[src/design/akdf_pkg.sv]
// Shared types, constants and AES functions for the key derivation block.
package akdf_pkg;

   localparam int BlockBits = 128;
   localparam int KeyBits   = 256;

   typedef enum logic [1:0] {
      OP_ABSORB   = 2'd0,
      OP_GENERATE = 2'd1,
      OP_RESTART  = 2'd2,
      OP_NONE     = 2'd3
   } op_type;

   typedef enum logic [2:0] {
      REG_KEY_SIZE  = 3'd0,
      REG_KEY_WORD0 = 3'd1,
      REG_KEY_WORD1 = 3'd2,
      REG_KEY_WORD2 = 3'd3,
      REG_KEY_WORD3 = 3'd4
   } reg_index_type;

   typedef enum logic [1:0] {
      KEY_128 = 2'd0,
      KEY_192 = 2'd1,
      KEY_256 = 2'd2
   } key_size_type;

   typedef enum logic [2:0] {
      ST_IDLE,
      ST_KEYSTEP,
      ST_ROUND
   } state_type;

   // Controller to datapath.
   typedef struct packed {
      logic       load;       // capture item into the block register
      logic       key_init;   // restart the key schedule
      logic       key_step;   // advance the key schedule by one word
      logic       add_key;    // initial AddRoundKey
      logic       round;      // one AES round
      logic       last_round; // skip MixColumns
      logic       finish;     // write chain / result
      logic       restart;    // clear the chain
   } cmd_type;

   typedef struct packed {
      logic       rk_ready;   // four fresh round-key words available
   } status_type;

   function automatic logic [7:0] sbox(input logic [7:0] x);
      logic [7:0] t [256];
      t = '{
 8'h63,8'h7c,8'h77,8'h7b,8'hf2,8'h6b,8'h6f,8'hc5,8'h30,8'h01,8'h67,8'h2b,8'hfe,8'hd7,8'hab,8'h76,
 8'hca,8'h82,8'hc9,8'h7d,8'hfa,8'h59,8'h47,8'hf0,8'had,8'hd4,8'ha2,8'haf,8'h9c,8'ha4,8'h72,8'hc0,
 8'hb7,8'hfd,8'h93,8'h26,8'h36,8'h3f,8'hf7,8'hcc,8'h34,8'ha5,8'he5,8'hf1,8'h71,8'hd8,8'h31,8'h15,
 8'h04,8'hc7,8'h23,8'hc3,8'h18,8'h96,8'h05,8'h9a,8'h07,8'h12,8'h80,8'he2,8'heb,8'h27,8'hb2,8'h75,
 8'h09,8'h83,8'h2c,8'h1a,8'h1b,8'h6e,8'h5a,8'ha0,8'h52,8'h3b,8'hd6,8'hb3,8'h29,8'he3,8'h2f,8'h84,
 8'h53,8'hd1,8'h00,8'hed,8'h20,8'hfc,8'hb1,8'h5b,8'h6a,8'hcb,8'hbe,8'h39,8'h4a,8'h4c,8'h58,8'hcf,
 8'hd0,8'hef,8'haa,8'hfb,8'h43,8'h4d,8'h33,8'h85,8'h45,8'hf9,8'h02,8'h7f,8'h50,8'h3c,8'h9f,8'ha8,
 8'h51,8'ha3,8'h40,8'h8f,8'h92,8'h9d,8'h38,8'hf5,8'hbc,8'hb6,8'hda,8'h21,8'h10,8'hff,8'hf3,8'hd2,
 8'hcd,8'h0c,8'h13,8'hec,8'h5f,8'h97,8'h44,8'h17,8'hc4,8'ha7,8'h7e,8'h3d,8'h64,8'h5d,8'h19,8'h73,
 8'h60,8'h81,8'h4f,8'hdc,8'h22,8'h2a,8'h90,8'h88,8'h46,8'hee,8'hb8,8'h14,8'hde,8'h5e,8'h0b,8'hdb,
 8'he0,8'h32,8'h3a,8'h0a,8'h49,8'h06,8'h24,8'h5c,8'hc2,8'hd3,8'hac,8'h62,8'h91,8'h95,8'he4,8'h79,
 8'he7,8'hc8,8'h37,8'h6d,8'h8d,8'hd5,8'h4e,8'ha9,8'h6c,8'h56,8'hf4,8'hea,8'h65,8'h7a,8'hae,8'h08,
 8'hba,8'h78,8'h25,8'h2e,8'h1c,8'ha6,8'hb4,8'hc6,8'he8,8'hdd,8'h74,8'h1f,8'h4b,8'hbd,8'h8b,8'h8a,
 8'h70,8'h3e,8'hb5,8'h66,8'h48,8'h03,8'hf6,8'h0e,8'h61,8'h35,8'h57,8'hb9,8'h86,8'hc1,8'h1d,8'h9e,
 8'he1,8'hf8,8'h98,8'h11,8'h69,8'hd9,8'h8e,8'h94,8'h9b,8'h1e,8'h87,8'he9,8'hce,8'h55,8'h28,8'hdf,
 8'h8c,8'ha1,8'h89,8'h0d,8'hbf,8'he6,8'h42,8'h68,8'h41,8'h99,8'h2d,8'h0f,8'hb0,8'h54,8'hbb,8'h16};
      return t[x];
   endfunction

   function automatic logic [7:0] xtime(input logic [7:0] x);
      return {x[6:0], 1'b0} ^ (x[7] ? 8'h1b : 8'h00);
   endfunction

   function automatic logic [31:0] sub_word(input logic [31:0] w);
      return {sbox(w[31:24]), sbox(w[23:16]), sbox(w[15:8]), sbox(w[7:0])};
   endfunction

   // One AES round body (SubBytes, ShiftRows, optional MixColumns), byte 0 in MSBs.
   function automatic logic [127:0] round_body(input logic [127:0] s, input logic mix);
      logic [7:0] b [16];
      logic [7:0] t [16];
      logic [7:0] a0, a1, a2, a3, x;
      logic [127:0] r;
      for (int i = 0; i < 16; i++) b[i] = s[127 - 8*i -: 8];
      for (int c = 0; c < 4; c++)
         for (int i = 0; i < 4; i++)
            t[i + 4*c] = sbox(b[i + 4*((c + i) % 4)]);
      if (mix) begin
         for (int c = 0; c < 4; c++) begin
            a0 = t[4*c]; a1 = t[4*c+1]; a2 = t[4*c+2]; a3 = t[4*c+3];
            x = a0 ^ a1 ^ a2 ^ a3;
            t[4*c]   = a0 ^ x ^ xtime(a0 ^ a1);
            t[4*c+1] = a1 ^ x ^ xtime(a1 ^ a2);
            t[4*c+2] = a2 ^ x ^ xtime(a2 ^ a3);
            t[4*c+3] = a3 ^ x ^ xtime(a3 ^ a0);
         end
      end
      for (int i = 0; i < 16; i++) r[127 - 8*i -: 8] = t[i];
      return r;
   endfunction

endpackage

[src/design/akdf_ctrl.sv]
// Sequencer for key schedule and AES rounds.
module akdf_ctrl (
   input  logic                 clock,
   input  logic                 reset,
   input  logic                 req_valid,
   output logic                 req_ready,
   input  logic [1:0]           req_op,
   input  logic [4:0]           req_byte_count,
   input  logic [1:0]           key_size,
   output logic                 rsp_valid,
   input  logic                 rsp_ready,
   output akdf_pkg::cmd_type    cmd,
   input  akdf_pkg::status_type status
);
   import akdf_pkg::*;

   state_type  state_ff, state_in;
   logic [3:0] round_ff, round_in;
   logic [3:0] nr;
   logic       gen_ff, gen_in;
   logic       rsp_pend_ff, rsp_pend_in;

   always_comb begin
      unique case (key_size)
         KEY_128: nr = 4'd10;
         KEY_192: nr = 4'd12;
         default: nr = 4'd14;
      endcase
   end

   always_ff @(posedge clock) begin
      if (reset) begin
         state_ff    <= ST_IDLE;
         round_ff    <= '0;
         gen_ff      <= 1'b0;
         rsp_pend_ff <= 1'b0;
      end else begin
         state_ff    <= state_in;
         round_ff    <= round_in;
         gen_ff      <= gen_in;
         rsp_pend_ff <= rsp_pend_in;
      end
   end

   assign rsp_valid = rsp_pend_ff;

   always_comb begin
      state_in    = state_ff;
      round_in    = round_ff;
      gen_in      = gen_ff;
      rsp_pend_in = rsp_pend_ff && !rsp_ready;
      cmd         = '0;
      req_ready   = 1'b0;
      unique case (state_ff)
         ST_IDLE: begin
            req_ready = 1'b1;
            if (req_valid) begin
               if (req_op == OP_RESTART) begin
                  cmd.restart = 1'b1;
               end else if (req_op != OP_NONE && req_byte_count != 5'd0) begin
                  cmd.load     = 1'b1;
                  cmd.key_init = 1'b1;
                  gen_in       = (req_op == OP_GENERATE);
                  round_in     = 4'd0;
                  state_in     = ST_KEYSTEP;
               end
            end
         end
         ST_KEYSTEP: begin
            // Advance schedule until the next round key is complete.
            if (status.rk_ready) begin
               if (round_ff == 4'd0) cmd.add_key = 1'b1;
               else begin
                  cmd.round      = 1'b1;
                  cmd.last_round = (round_ff == nr);
               end
               if (round_ff == nr) begin
                  state_in = ST_ROUND;
               end else begin
                  round_in = round_ff + 4'd1;
               end
            end else begin
               cmd.key_step = 1'b1;
            end
         end
         ST_ROUND: begin
            // Hold a finished generate while the previous result still waits.
            if (!gen_ff || !rsp_pend_ff || rsp_ready) begin
               cmd.finish = 1'b1;
               if (gen_ff) rsp_pend_in = 1'b1;
               state_in = ST_IDLE;
            end
         end
         default: state_in = ST_IDLE;
      endcase
   end

   assert property (@(posedge clock) disable iff (reset)
      rsp_valid && !rsp_ready |=> rsp_valid)
      else $error("result dropped");
   assert property (@(posedge clock) disable iff (reset)
      cmd.finish && gen_ff |-> !rsp_valid || rsp_ready)
      else $error("result overwritten");
   assert property (@(posedge clock) disable iff (reset)
      cmd.finish && gen_ff |=> rsp_valid)
      else $error("bad finish");
endmodule

[config.mk]
export PLATFORM = sky130hd
export DESIGN_NAME = akdf_ctrl
export DESIGN_NICKNAME = d
export VERILOG_FILES = /design/src/design/akdf_pkg.sv /design/src/design/akdf_ctrl.sv
export SDC_FILE = /design/constraint.sdc
export NUM_CORES = 1
export LEC_CHECK = 0
export BUFFER_PORTS_ARGS = -buffer_cell sky130_fd_sc_hd__buf_4
export CORE_MARGIN = 4
export CORE_UTILIZATION = 31
export DETAILED_ROUTE_END_ITERATION = 8
export SKIP_LAST_GASP = 1
export SYNTH_ARGS = -nofsm -noshare
export SYNTH_HDL_FRONTEND = slang
export SYNTH_SLANG_ARGS = --single-unit
[constraint.sdc]
create_clock -name clock -period 3.4 [get_ports clock]
set_clock_uncertainty 0.15 [all_clocks]
set_input_delay 0.51 -clock clock [delete_from_list [all_inputs] [get_ports clock]]
set_output_delay 0.51 -clock clock [all_outputs]
set_load 0.05 [all_outputs]
After elaboration in Yosys (flattened, before gate mapping)
Index checks and enable logic that the tools add are counted.

storage, ports and cells
  register bits after elaboration = 9
  bits of input ports = 14
  output and inout bits = 10
  word-level logic and storage cells = 67

cells by class
  $add $sub $neg = 1
  equality and inequality tests = 14
  muxes and demuxes = 32
  bitwise operators = 1
  reduce and logical (&&, ||, !) cells = 15

operators by type and width
  cell                   count
  $mux W4                6
  $mux W3                7
  $ne A2 B2 Y1 const B   8
  $reduce_and A6 Y1      2
  $mux W1                11
  $mux W2                5
  $pmux W3 S3            1
  $pmux W4 S2            1
  $pmux W3 S2            1
  $reduce_bool A5 Y1     1
  $add A4 B1 Y4 const B  1
  $eq A2 B1 Y1 const B   2
  $eq A4 B4 Y1           1
  $logic_not A4 Y1       1
  $reduce_and A4 Y1      1
  $eq A3 B1 Y1 const B   1
  $eq A3 B2 Y1 const B   1
  $logic_not A1 Y1       3
  $logic_not A3 Y1       1
  $eq A2 B2 Y1 const B   1
  $logic_and A1 B1 Y1    2
  $logic_not A2 Y1       1
  $logic_or A1 B1 Y1     2
  $reduce_bool A2 Y1     1
  $not A1 Y1             1

Depth between registers and ports, before layout
  depth after elaboration = 6
  depth in mapped cells = 5
  mapped depth without buffers = 5

Worst setup path before layout
Ideal clock, no wire load.

  path kind = input to output
  start = in req_valid
  end = out cmd[0] in the netlist's numbering
  arrival time = 2.075 ns
  required time = 2.740 ns
  path slack = 0.665 ns
  stages = 2
  buffers on the path = 0
  cell sequence = or3b_4 > nor3b_1

RTL lines
  element          line             text
  start, declared  akdf_ctrl.sv:5   input logic req_valid,
  end, declared    akdf_ctrl.sv:12  output akdf_pkg::cmd_type cmd,

==> results.md <==
- Status: finished clean
- Num ports: 24
- GP Congestion: ~0.75
- GR Util met1: between 10 and 15%
- Starting Density: 33.0%
- Vias: roughly 540
- Initial antenna violation count: 0
- Fmax: 436 MHz
- Root Buffer: clkbuf_4
- Total CTS buffers: 3
- Final hold viol count: 0
- Clock tree from TritonCTS: done
- Worst hold-check path type: reg -> reg
- Crit path launch: round_ff[1]$_SDFFE_PP0P_
- P_sw: 68.3 µW
- Most common cell in the synthesized netlist: nor2_1
- N_diodes: 0
- Maxcap violations: 0
- Hold path start: state_ff[1]$_SDFFE_PP0P_
- Sequential share of power: 43.2%
- Drt wl/cell: 11.9 µm
- Post-CTS Hold Buffers: 0
- CP Max Fanout: 7
- Hold EP: state_ff[0]$_SDFFE_PP0P_
- Cell variety after synth: 33
- Min cycle time layout: about 2300 ps
- Top cells by area, synth: dfxtp_1, nor2_1, a21oi_1, ha_1, nor4bb_4
- Via density: 4.86
- Lkg Pwr: 0.000338 µW
- DRC viols: 0
- Clk_lat worst skew: 260 ps
- VDD IR max: 0.000111 V
- Top cell type's share of synthesized area: 28.1%
- Pre-antenna DRT Iters: 1
- Grt peak-use layer: met2
- Setup Fix Bufs, Post-CTS: 0
- Yosys warnings: 0
- Share of layout cells above drive strength 1: 39.1%
- Global route total overflow: 0
- Total global routing track utilization: 11.3%
- RSZ-0062 raised after global routing: false
- Nets@finish: 105
- WP data required: 2740 ps
- Fin. max-slew vios: 0
- Internal power: 160 µW
- Die ar.: 2590 µm²
- PD cells: 291 nW/µm²
- Detail Placement HPWL: 1090 µm
- Critical path arrival: 1630 ps
- Clock power frac: 33.3%
- Post-synth top cells: nor2_1, dfxtp_1, a21oi_1, inv_1, nand3_1
- Area leader, netlist: dfxtp_1
- Worst slew margin: 71.3%
- Switching share of power: 30.0%
- Row count: 15
- Synth Net Count: between 70 and 80
- Post-Syn Area per Cell: 9.06 µm²
- Post_cts resized: 0
- Tightest Pin Transition: 427 ps
- WHS: 355 ps
- Finished Layout Cells: 112
- Post-Route WL: 1330 µm
- CTS max path bufs: 2
- Synth Instances: 63
- Critical setup path kind: reg -> out
- Sink Count: 8
- WHS Path Cells: 1
- Post-synthesis sequential area ratio: 28.1%
- Chip height: approximately 50 µm
- RR Startpoint: state_ff[0]$_SDFFE_PP0P_
- Async S/R FF share, synth: 0%
- Largest net degree at the start of global routing: 13
- Worst Setup End Kind: primary output
- H-tree levels: 1
- Post-synth EDFFs: 0
- CORE AREA: 1730 µm²
- Number of global-route vias before repair: roughly 520
- Port Buffers: 23
- Crit path launch type: register
- Total power: 228 µW
- Synth Flop Type: dfxtp_1
- Gate power share: 23.6%
- Met3 Track Usage GR: about 3.2%
- Post-route ant nets: 0
- M2 GR Usage: 18.5%
- First-pass GRT wire length: between 2000 and 2500 µm
- Setup TNS: 0 ps
- Area growth syn-to-layout: 37.5%
- Critical R2R Capture: round_ff[2]$_SDFFE_PP0P_
- DR iter-0 viols: 0
- R2R setup slack: 1690 ps
- Fin crit share: roughly two thirds
- Synthesized flop and latch total: 8
- Register-to-Register Path Depth: 4
- Mapped Area: between 500 and 600 µm²
- Finished Core Util: 45.4%
- Placed cell count: ~110
- Die Wd: a little over 50 µm
- CTS clk-pin slew, worst paths: 60 ps
- # setup viols final: 0
==> metal layers <==
layer | part of all wire [%] | wire, µm
met2 | 49 | 655
met4 | 0.45 | 6
met3 | 6.7 | 90
met5 | 0 | 0
met1 | 44 | 582
==> logic make-up (layout without fill, tap and decap cells) <==
kind of cell / Yosys count / in the layout / synth area share (%)
flops: 8 / 8 / 28.1
mux: 3 / 3 / 6.14
simple gates: 30 / 30 / 35.5
buf+inv: 6 / 30 / 4.82
fa+ha+maj: 2 / 2 / 4.39
compound gates: 14 / 14 / 21.1
==> worst max-delay path, stage by stage (launching register included) <==
cell and delay, ps:
dfxtp_1 480, nor4b_2 340, o311a_1 210, nand2_1 90
inv_1 70, buf_4 190
==> state kept, by name, indices dropped and copies added (netlist names) <==
name and flops:
round_ff 4, state_ff 2, gen_ff 1, rsp_valid 1
==> layout by cell type (no fill, tap or decap) <==
| cell type | instances |
|---|---|
| a2111oi_1 | 1 |
| a211oi_4 | 1 |
| a21boi_0 | 1 |
| a21o_2 | 1 |
| a21oi_1 | 5 |
| a31oi_1 | 1 |
| and3_1 | 1 |
| and3_4 | 1 |
| buf_4 | 23 |
| clkbuf_4 | 3 |
| dfxtp_1 | 8 |
| ha_1 | 2 |
| inv_1 | 4 |
| mux2_4 | 1 |
| mux2i_1 | 2 |
| nand2_1 | 1 |
| nand2b_1 | 2 |
| nand3_1 | 3 |
| nand3b_1 | 1 |
| nor2_1 | 9 |
| nor2b_1 | 2 |
| nor3_1 | 2 |
| nor3b_1 | 2 |
| nor4b_2 | 1 |
| nor4bb_4 | 1 |
| o311a_1 | 1 |
| o311ai_2 | 1 |
| o31ai_1 | 1 |
| o32ai_1 | 1 |
| or2b_1 | 1 |
| or3b_1 | 1 |
| or3b_4 | 1 |
| or4_1 | 1 |
==> power by group through the flow <==
| stage | logic [µW] | registers (µW) | clock network, µW |
|---|---|---|---|
| finish | 53.7 | 98.4 | 75.8 |
| global route | 57.7 | 99.0 | 87.4 |
| CTS | 54.4 | 98.4 | 78.0 |
| detailed placement | 54.3 | 101 | 0 |
| global placement | 53.6 | 101 | 0 |
| floorplan | 32.8 | 99.9 | 0 |
==> worst max path at each step <==
| stage | endpoint | cells after the start | slack [ps] |
|---|---|---|---|
| floorplan | cmd[0] | 2 | 670 |
| global placement | cmd[7] | 4 | 1170 |
| detailed placement | cmd[6] | 4 | 1160 |
| CTS | cmd[2] | 5 | 1100 |
| global route | cmd[2] | 5 | 1000 |
| finish | cmd[2] | 5 | 1110 |
==> area by class of cell <==
cell class / count / area (µm²)
tap: 25 / 31.3
clock buffer: 3 / 22.5
inverter: 4 / 15.0
timing repair buffer: 23 / 173
sequential: 8 / 160
fill: 188 / 942
multi-input combinational: 49 / 383
==> per-stage QoR <==
step                setup slack [ps]  instance area [µm²]
finish                          1110                  785
global route                    1000                  785
CTS                             1100                  785
detailed placement              1160                  762
global placement                1170                  762
floorplan                        665                  571
Note: power is estimated with default switching activity, not from simulation.
